### config.mk
export PLATFORM = sky130hd
export DESIGN_NAME = bti_lerp
export DESIGN_NICKNAME = d
export VERILOG_FILES = /design/src/bti_pkg.sv /design/src/bti_lerp.sv
export SDC_FILE = /design/constraint.sdc
export NUM_CORES = 2
export LEC_CHECK = 0
export ABC_AREA = 1
export BUFFER_PORTS_ARGS = -buffer_cell sky130_fd_sc_hd__clkbuf_2
export CAP_MARGIN = 25
export CORE_MARGIN = 8
export CORE_UTILIZATION = 35
export CTS_CLUSTER_DIAMETER = 60
export CTS_CLUSTER_SIZE = 16
export DETAILED_ROUTE_END_ITERATION = 10
export SYNTH_ARGS = -nofsm -noshare
export SYNTH_HDL_FRONTEND = slang
export SYNTH_SLANG_ARGS = --single-unit
### constraint.sdc
create_clock -name i_clk -period 17.3 [get_ports i_clk]
set_input_delay 1.73 -clock i_clk [delete_from_list [all_inputs] [get_ports i_clk]]
set_output_delay 1.73 -clock i_clk [all_outputs]
set_load 0.01 [all_outputs]
### src/bti_pkg.sv
// shared types, constants and defaults for the bilinear table interpolator
package bti_pkg;

    localparam int DATA_W = 32;
    localparam int FRAC_W = 16;
    localparam int WGT_W  = 16;

    localparam int POINTS_X_DEF = 16;
    localparam int POINTS_Y_DEF = 16;

    localparam logic [DATA_W-1:0] X_ORIGIN_RST = 32'h0000_0000;
    localparam logic [DATA_W-1:0] Y_ORIGIN_RST = 32'h0000_0000;
    localparam logic [DATA_W-1:0] X_SCALE_RST  = 32'd983040;
    localparam logic [DATA_W-1:0] Y_SCALE_RST  = 32'd983040;

    localparam int CFG_IDX_W = 2;

    typedef enum logic [CFG_IDX_W-1:0] {
        CFG_X_ORIGIN = 2'd0,
        CFG_Y_ORIGIN = 2'd1,
        CFG_X_SCALE  = 2'd2,
        CFG_Y_SCALE  = 2'd3
    } t_cfg_idx;

    typedef enum logic [0:0] {
        ACT_WRITE = 1'b0,
        ACT_EVAL  = 1'b1
    } t_action;

endpackage

### src/bti_lerp.sv
// two-stage truncating linear interpolation a + (b - a) * w / 2^16
module bti_lerp import bti_pkg::*; (
    input  logic                     i_clk,
    input  logic signed [DATA_W-1:0] i_a,
    input  logic signed [DATA_W-1:0] i_b,
    input  logic        [WGT_W-1:0]  i_w,
    output logic signed [DATA_W-1:0] o_y
);

    localparam int PROD_W = DATA_W + WGT_W + 2;

    logic signed [DATA_W:0]   span;
    logic signed [WGT_W:0]    w_s;
    logic signed [DATA_W-1:0] r_a;
    logic signed [PROD_W-1:0] r_prod;
    logic signed [PROD_W-1:0] adj;
    logic signed [PROD_W-1:0] quo;
    logic signed [DATA_W-1:0] r_y;

    always_comb begin
        span = (DATA_W+1)'(i_b) - (DATA_W+1)'(i_a);
        w_s  = $signed({1'b0, i_w});
        // round toward zero on a negative product
        adj  = r_prod + (r_prod[PROD_W-1] ? PROD_W'((1 << FRAC_W) - 1) : PROD_W'(0));
        quo  = adj >>> FRAC_W;
    end

    always_ff @(posedge i_clk) begin
        r_a    <= i_a;
        r_prod <= span * w_s;
        r_y    <= r_a + quo[DATA_W-1:0];
    end

    assign o_y = r_y;

endmodule

==> impl_results.md <==
* Outcome: finished clean
* Post-synthesis sequential element count at 113
* Max Slew Vio Count at 0
* CTS max path bufs at 2
* Fin nets at 4954
* Share of cells above drive strength 1 at 5.28%
* Final setup violating endpoints at 0
* CTS tree: built
* DRC viols at 0
* CP max stage delay at 0.72 ns
* Std-Cell Core Area at 0.0817 sq mm
* CP arrival at 9.74 ns
* Critical Path RT at 17.64 ns
* Fmax at 0.106 GHz
* I/O pin total at 113
* N_diodes at 0
* Fin Setup TNS at 0 ns
* First drt pass iteration count at 6
* # Post-CTS Setup Buffers at 0
* Largest net degree at the start of global routing at 34
* I/O Buffers at 112
* CP Capture Type: flip-flop
* Minimum clock period at 9.40 ns
* Worst slew pin tran at 1.08 ns
* Vias at 26.3k
* RSZ-0062 raised after global routing: no
* Die Area at 0.0915 sq mm
* Number of vias per cell at 5.00
* Skew-Pair Late Insertion Delay at 0.44 ns
* Fraction of registers with async set/reset at 0%
* Post-synthesis sequential area ratio at 7.87%
* Synthesized area per cell at 7.00 sq um
* CP Launch Type: input pin
* Die height at 303 um
* Initial core utilization at 35.2%
* Overall Global Routing Usage at 23.4%
* Relative slew slack at 27.8%
* CTS Buf Count at 17
* Slowest-stage cell, CP: fa_1
* Syn Inst Count at 4106
* Final antenna-violating net count at 0
* Top_reg_cell synth: dfxtp_1
* Crit-path most repeated cell: nand2_1
* Synth Cell Area at 0.0287 sq mm
* Fin. Hold Viols at 0
* Initial DRC Count at 2160
* Vias in the first global route at 27.5k
* Root buf cell: clkbuf_16
* Fin crit share at 54.4%
* Post-synth cell types at 38
* Number of flops mapped to enable cells by yosys at 0
* CP Class: in -> reg
* CTS hold repair buffers at 0
* Number of cells upsized or downsized after cts at 0
* Initial antenna violation count at 3
* GPL Wtd Cong at 0.993
* Gr ovfl total at 0
* Syn. warnings at 0
* Sink Count at 113
* CP max FO at 14
* Die W at 303 um
* Worst Clk Skew at 0.0116 ns
* Clock transition at path regs at 0.07 ns
* H-Tree Depth at 4
* Hold Path Class: reg -> reg
* WL per Instance at 20.3 um
* P&R area growth vs syn at 8.12%
* Synth Net Count at 4889
* Drt total wl at 107000 um
* FP Rows at 105
* Detailed placement HPWL at 90200 um
* First-pass GRT wire length at 162000 um
* Max_cap viols at 0
==> path summary, 6_finish.rpt <==
kind	start	to	slack, ns	depth (start not counted)
setup reg to reg	r_prod[49]	o_y[29]	12.89	18
setup / recovery	i_b[0]	r_prod[49]	7.90	35
hold / removal	r_a[0]	o_y[0]	0.46	1
hold reg to reg	r_a[0]	o_y[0]	0.46	1
==> sequential cells by signal, indices dropped and copies added (netlist names) <==
| register | count |
|---|---|
| o_y | 32 |
| r_a | 32 |
| r_prod | 49 |
==> worst max-delay path, delay by kind of cell <==
| family | cells | cell delay [ns] |
|---|---|---|
| AND/OR/NAND/NOR | 17 | 2.70 |
| buffers and inverters | 9 | 0.82 |
| adder cells (fa/ha/maj) | 9 | 4.49 |
==> area by class of cell <==
class                   count  area, sq um
fillers                  8834        50600
multi-input cells        2832        22000
inverters                1063         3990
flip-flops and latches    113         2260
well taps                1070         1340
repair buffers            144          846
clock buffers              17          425
clock inverters            15          171
==> cells in the final DEF (no fill, tap or decap), drive strengths merged, types with 15 or more instances in the layout <==
master  Yosys  layout
inv      1060    1067
nand2    1008    1008
fa        505     505
nor2      402     402
nand3     358     358
ha        197     197
clkbuf     55     129
a21oi     113     113
dfxtp     113     113
o21ai      46      46
xor2       46      46
nand4      37      37
nor3       32      32
buf        43      32
o21bai     19      19
nand3b     15      15
==> kinds of logic (layout without fill, tap and decap cells) <==
group           Yosys count  count (layout)  synth area share, %
compound gates          200             200                 3.83
xor+xnor                 55              55                 1.68
fa+ha+maj               702             702                 43.8
buf+inv                1161            1239                 15.5
flops                   113             113                 7.87
simple gates           1875            1875                 27.3
==> Yosys cell counts, drive strengths merged, types with 4 or more instances <==
library cell  instances  area [sq um]
nand3b               15           125
nor3                 32           170
dfxtp               113          2260
ha                  197          2460
xor2                 46           403
o21a                  4          30.0
o21ai                46           230
nor2                402          1520
xnor2                 9          78.8
fa                  505         10100
buf                  43           264
nand2              1008          3830
nand3               358          1830
a21oi               113           566
inv                1060          3980
o21bai               19           143
a21boi                4          30.0
clkbuf               55           206
nor4                  6          37.5
a21o                 10          75.1
or2                  12          75.1
nand4                37           231
==> metal layers <==
metal | track usage (%) | up-vias | wire (um)
met1 | 30.5 | 12700 | 45400
met3 | 4.49 | 227 | 8710
li1 | - | 12300 | -
met2 | 38.3 | 1075 | 48000
met4 | 8.88 | 0 | 4680
met5 | 0 | - | 0
==> per-stage QoR <==
step                instance area, sq um  util (%)  hold WS [ns]  worst slack (ns)  std cells
CTS                                31000      37.9         0.466              8.02       5251
detailed placement                 30400      37.2         0.458              7.54       5219
finish                             31100      38.0         0.460              7.90       5254
floorplan                          28700         -         0.432              9.16       4106
global placement                   30400      37.2         0.455              7.54       5218
global route                       31100      38.0         0.495              7.50       5254
Power is left out: the tool's default activity adds up to more than one toggle a clock period on the data nets, which glitch-free logic cannot reach.
