$ cat src/bti_pkg.sv
// shared types, constants and defaults for the bilinear table interpolator
package bti_pkg;

    localparam int DATA_W = 32;
    localparam int FRAC_W = 16;
    localparam int WGT_W  = 16;

    localparam int POINTS_X_DEF = 16;
    localparam int POINTS_Y_DEF = 16;

    localparam logic [DATA_W-1:0] X_ORIGIN_RST = 32'h0000_0000;
    localparam logic [DATA_W-1:0] Y_ORIGIN_RST = 32'h0000_0000;
    localparam logic [DATA_W-1:0] X_SCALE_RST  = 32'd983040;
    localparam logic [DATA_W-1:0] Y_SCALE_RST  = 32'd983040;

    localparam int CFG_IDX_W = 2;

    typedef enum logic [CFG_IDX_W-1:0] {
        CFG_X_ORIGIN = 2'd0,
        CFG_Y_ORIGIN = 2'd1,
        CFG_X_SCALE  = 2'd2,
        CFG_Y_SCALE  = 2'd3
    } t_cfg_idx;

    typedef enum logic [0:0] {
        ACT_WRITE = 1'b0,
        ACT_EVAL  = 1'b1
    } t_action;

endpackage

$ cat src/bti_position.sv
// per-axis grid position: offset, scale multiply, clamp, split into index and weight
module bti_position import bti_pkg::*; #(
    parameter int POINTS = POINTS_X_DEF,
    localparam int IW = $clog2(POINTS)
) (
    input  logic                     i_clk,
    input  logic signed [DATA_W-1:0] i_coord,
    input  logic signed [DATA_W-1:0] i_origin,
    input  logic        [DATA_W-1:0] i_scale,
    output logic        [IW-1:0]     o_idx0,
    output logic        [IW-1:0]     o_idx1,
    output logic        [WGT_W-1:0]  o_weight
);

    localparam int SEG = POINTS - 1;
    localparam int POS_W = 2 * DATA_W - FRAC_W;
    localparam logic [POS_W-1:0] LIM = POS_W'(SEG) << FRAC_W;

    logic signed [DATA_W:0]   diff;
    logic        [DATA_W-1:0] n_mag;
    logic        [DATA_W-1:0] r_mag;
    logic      [2*DATA_W-1:0] r_prod;
    logic        [POS_W-1:0]  pos;
    logic        [IW-1:0]     idx;
    logic        [IW-1:0]     r_idx0;
    logic        [IW-1:0]     r_idx1;
    logic        [WGT_W-1:0]  r_weight;

    always_comb begin
        diff = (DATA_W+1)'(i_coord) - (DATA_W+1)'(i_origin);
        // at or below the origin the position is zero
        if (diff[DATA_W] || diff == '0) begin
            n_mag = '0;
        end else begin
            n_mag = diff[DATA_W-1:0];
        end
    end

    always_comb begin
        pos = r_prod[2*DATA_W-1:FRAC_W];
        if (pos > LIM) begin
            pos = LIM;
        end
        idx = pos[FRAC_W +: IW];
    end

    always_ff @(posedge i_clk) begin
        r_mag    <= n_mag;
        r_prod   <= r_mag * i_scale;
        r_idx0   <= idx;
        r_idx1   <= (idx < IW'(SEG)) ? idx + 1'b1 : IW'(SEG);
        r_weight <= pos[FRAC_W-1:0];
    end

    assign o_idx0   = r_idx0;
    assign o_idx1   = r_idx1;
    assign o_weight = r_weight;

endmodule

$ cat config.mk
export PLATFORM = sky130hd
export DESIGN_NAME = bti_position
export DESIGN_NICKNAME = d
export VERILOG_FILES = /design/src/bti_pkg.sv /design/src/bti_position.sv
export SDC_FILE = /design/constraint.sdc
export NUM_CORES = 2
export LEC_CHECK = 0
export BUFFER_PORTS_ARGS = -buffer_cell sky130_fd_sc_hd__buf_4
export CAP_MARGIN = 20
export CORE_MARGIN = 2
export CORE_UTILIZATION = 51
export DETAILED_ROUTE_END_ITERATION = 7
export PLACE_DENSITY = 0.65
export SYNTH_ARGS = -nofsm -noshare
export SYNTH_HDL_FRONTEND = slang
export SYNTH_SLANG_ARGS = --single-unit
$ cat constraint.sdc
create_clock -name i_clk -period 15.4 [get_ports i_clk]
set_clock_uncertainty 0.2 [all_clocks]
set_input_delay 2.31 -clock i_clk [delete_from_list [all_inputs] [get_ports i_clk]]
set_output_delay 2.31 -clock i_clk [all_outputs]
set_load 0.05 [all_outputs]
==> flow_metrics.tcl <==
set metrics [dict create \
    grtUsageTotal 0.2723 \
    drive_gt1_frac 0.05264 \
    die_w_um 272.3 \
    crit_arrival_ns 9.99 \
    grt_max_degree 33 \
    vias 26050 \
    status "finished, final reports clean" \
    rsz0062_at_grt "no" \
    wl_per_cell_um 19.48 \
    synth-seq-cells 104 \
    synth_nets 5278 \
    slew_violations 0 \
    drt_iter0_drc 1536 \
    crit_path_max_fanout 32 \
    cts-root-buf "clkbuf_16" \
    cts_buffers 9 \
    dieHeight_um 272.3 \
    start_kind "input port" \
    gp_congestion 0.9139 \
    path_clk_slew_ns 0.08 \
    ant_nets 0 \
    cts_resized 0 \
    syn_inst 3992 \
    hold_buffers 0 \
    hold_viol_final 0 \
    timing.final.crit_share 0.6402 \
    slowest_stage "a31oi_2" \
    slew_headroom 0.2375 \
    path_class "input port to register" \
    antenna_found_initial 6 \
    avgSynthCellArea_um2 9.195 \
    yosys_warnings 0 \
    overflow 0 \
    max_cap_viol_count 0 \
    synth_edf_count 0 \
    dr.pass1.iters 6 \
    worst_pin_slew_ns 1.133 \
    synth-async-reset-ratio 0 \
    multi_input_area_mm2 0.03041 \
    setup_violations 0 \
    nFillCells 6616 \
    drc 0 \
    portBuffers 120 \
    min_path_type "register to register" \
    crit_path_frequent_cell "fa_1" \
    setup-tns-final_ns 0 \
    initial_core_util 0.5143 \
    totalWireLength_mm 95.53 \
    core_area_mm2 0.07136 \
    cts_tree "built" \
    avgViaCountPerCell 5.313 \
    ios 121 \
    fmax_ghz 0.1014 \
    seqCellArea_mm2 0.002105 \
    synth_cell_types 68 \
    syn_area_mm2 0.03671 \
    grt_pass1_vias 28220 \
    syn2layout_area_growth_pct 5.052 \
    insertion_delay_ns 0.41 \
    h-tree-depth 3 \
    clock-sinks 104 \
    rows 98 \
    required_ns 15.53 \
    post_cts_buffers 0 \
    cpPeakStageDelay_ns 0.61 \
    hpwl_mm 71.97 \
    clockBufferDepth 2 \
    fin_crit_ns 9.860 \
    end_kind "register" \
    nNetsFinal 5232 \
    synth_ff_type "dfxtp_1" \
    grt_pass1_wl_mm 155.2 \
    yosysSeqAreaShare 0.05672 \
    dieArea_mm2 0.07413 \
]
## placed cells by master, fill, tap and decap left out, drive strengths merged, types with 3 or more instances in the layout
master / count
inv: 926
fa: 896
and2: 617
nand2: 474
ha: 293
buf: 143
dfxtp: 104
a21oi: 85
nor2: 61
o21ai: 52
xnor2: 40
xor2: 38
a21o: 28
nand4: 15
nand3: 15
a31oi: 14
nor4: 12
nor3: 12
nand2b: 10
nor2b: 10
and3: 9
clkbuf: 9
o21bai: 9
o211ai: 9
a211oi: 8
or3: 7
o31ai: 6
or2: 5
o21a: 4
a21boi: 4
and4: 3
a221oi: 3
clkinv: 3
## state kept, by name, indices dropped and copies added, names as in the netlist
signal    cells
r_mag        32
r_prod       48
o_idx1        4
o_idx0        4
o_weight     16
## worst max-delay path: cells and delay by family
kind	cells	cell delay, ns
fa+ha+maj	9	4.25
compound gates	6	1.61
simple gates	4	1.06
buf+inv	5	0.54
xor+xnor	1	0.15
## layer usage
layer  part of all wire  GRT usage  up-vias
met2               0.50     0.4692      846
met4              0.029    0.08357        0
met1               0.40     0.3552    13540
met3              0.063    0.03985      140
li1                   -          -    11530
met5                  0          0        -
## stage by stage
| step | hold WS (ns) | setup WS (ns) | cell area, um2 | std cells | utilization |
|---|---|---|---|---|---|
| final | 0.2574 | 5.540 | 38560 | 4903 | 0.5403 |
| after global routing | 0.2870 | 5.098 | 38550 | 4901 | 0.5403 |
| after global placement | 0.2402 | 5.272 | 38230 | 4884 | 0.5357 |
| after CTS | 0.2582 | 5.589 | 38540 | 4900 | 0.5401 |
| after floorplan | 0.2302 | 6.115 | 36710 | 3992 | - |
| after detailed placement | 0.2393 | 5.158 | 38230 | 4884 | 0.5357 |
## area by class of cell
type                            instances  share of cell area
Tap cell                              950             0.03083
Antenna cell                            2           0.0001298
Clock buffer                            9            0.005841
Multi-Input combinational cell       2765              0.7885
Sequential cell                       104             0.05458
Inverter                              923             0.08985
Timing Repair Buffer                  143             0.02794
Clock inverter                          7            0.002304
## cell usage after synthesis, drive strengths merged (4+ instances only)
cell type | instances | share of area
inv | 923 | 0.094
and3 | 9 | 0.0015
a211oi | 8 | 0.0019
nand2 | 474 | 0.048
ha | 293 | 0.10
nor2 | 61 | 0.0062
o21ai | 52 | 0.0072
or2 | 5 | 0.00085
a31oi | 14 | 0.0030
o21a | 4 | 0.00082
nand3 | 15 | 0.0020
a21o | 28 | 0.0057
fa | 896 | 0.49
nand4 | 15 | 0.0026
buf | 5 | 0.00089
xnor2 | 40 | 0.0095
nor2b | 10 | 0.0017
nand2b | 10 | 0.0017
clkbuf | 195 | 0.020
o21bai | 9 | 0.0019
xor2 | 38 | 0.0091
and2 | 617 | 0.11
nor4 | 12 | 0.0022
a21boi | 4 | 0.00082
nor3 | 12 | 0.0018
dfxtp | 104 | 0.057
o31ai | 6 | 0.0012
or3 | 7 | 0.0012
o211ai | 9 | 0.0021
a21oi | 85 | 0.012
## worst paths after layout
path / endpoint / depth (start not counted) / startpoint / slack (ns)
hold / removal: o_weight[5] / 1 / r_prod[21] / 0.26
hold reg to reg: o_weight[5] / 1 / r_prod[21] / 0.26
setup reg to reg: r_prod[60] / 25 / r_mag[9] / 6.80
setup / recovery: r_prod[60] / 25 / i_scale[6] / 5.54
## logic make-up after synthesis
logic type / Yosys count / synth area share
simple gates: 1256 / 0.1774
fa+ha+maj: 1189 / 0.5886
buf+inv: 1123 / 0.1152
compound gates: 241 / 0.04319
flops: 104 / 0.05672
xor+xnor: 78 / 0.01861
mux: 1 / 0.0002727
Power is left out: the tool's default activity adds up to more than one toggle a clock period on the data nets, which glitch-free logic cannot reach.
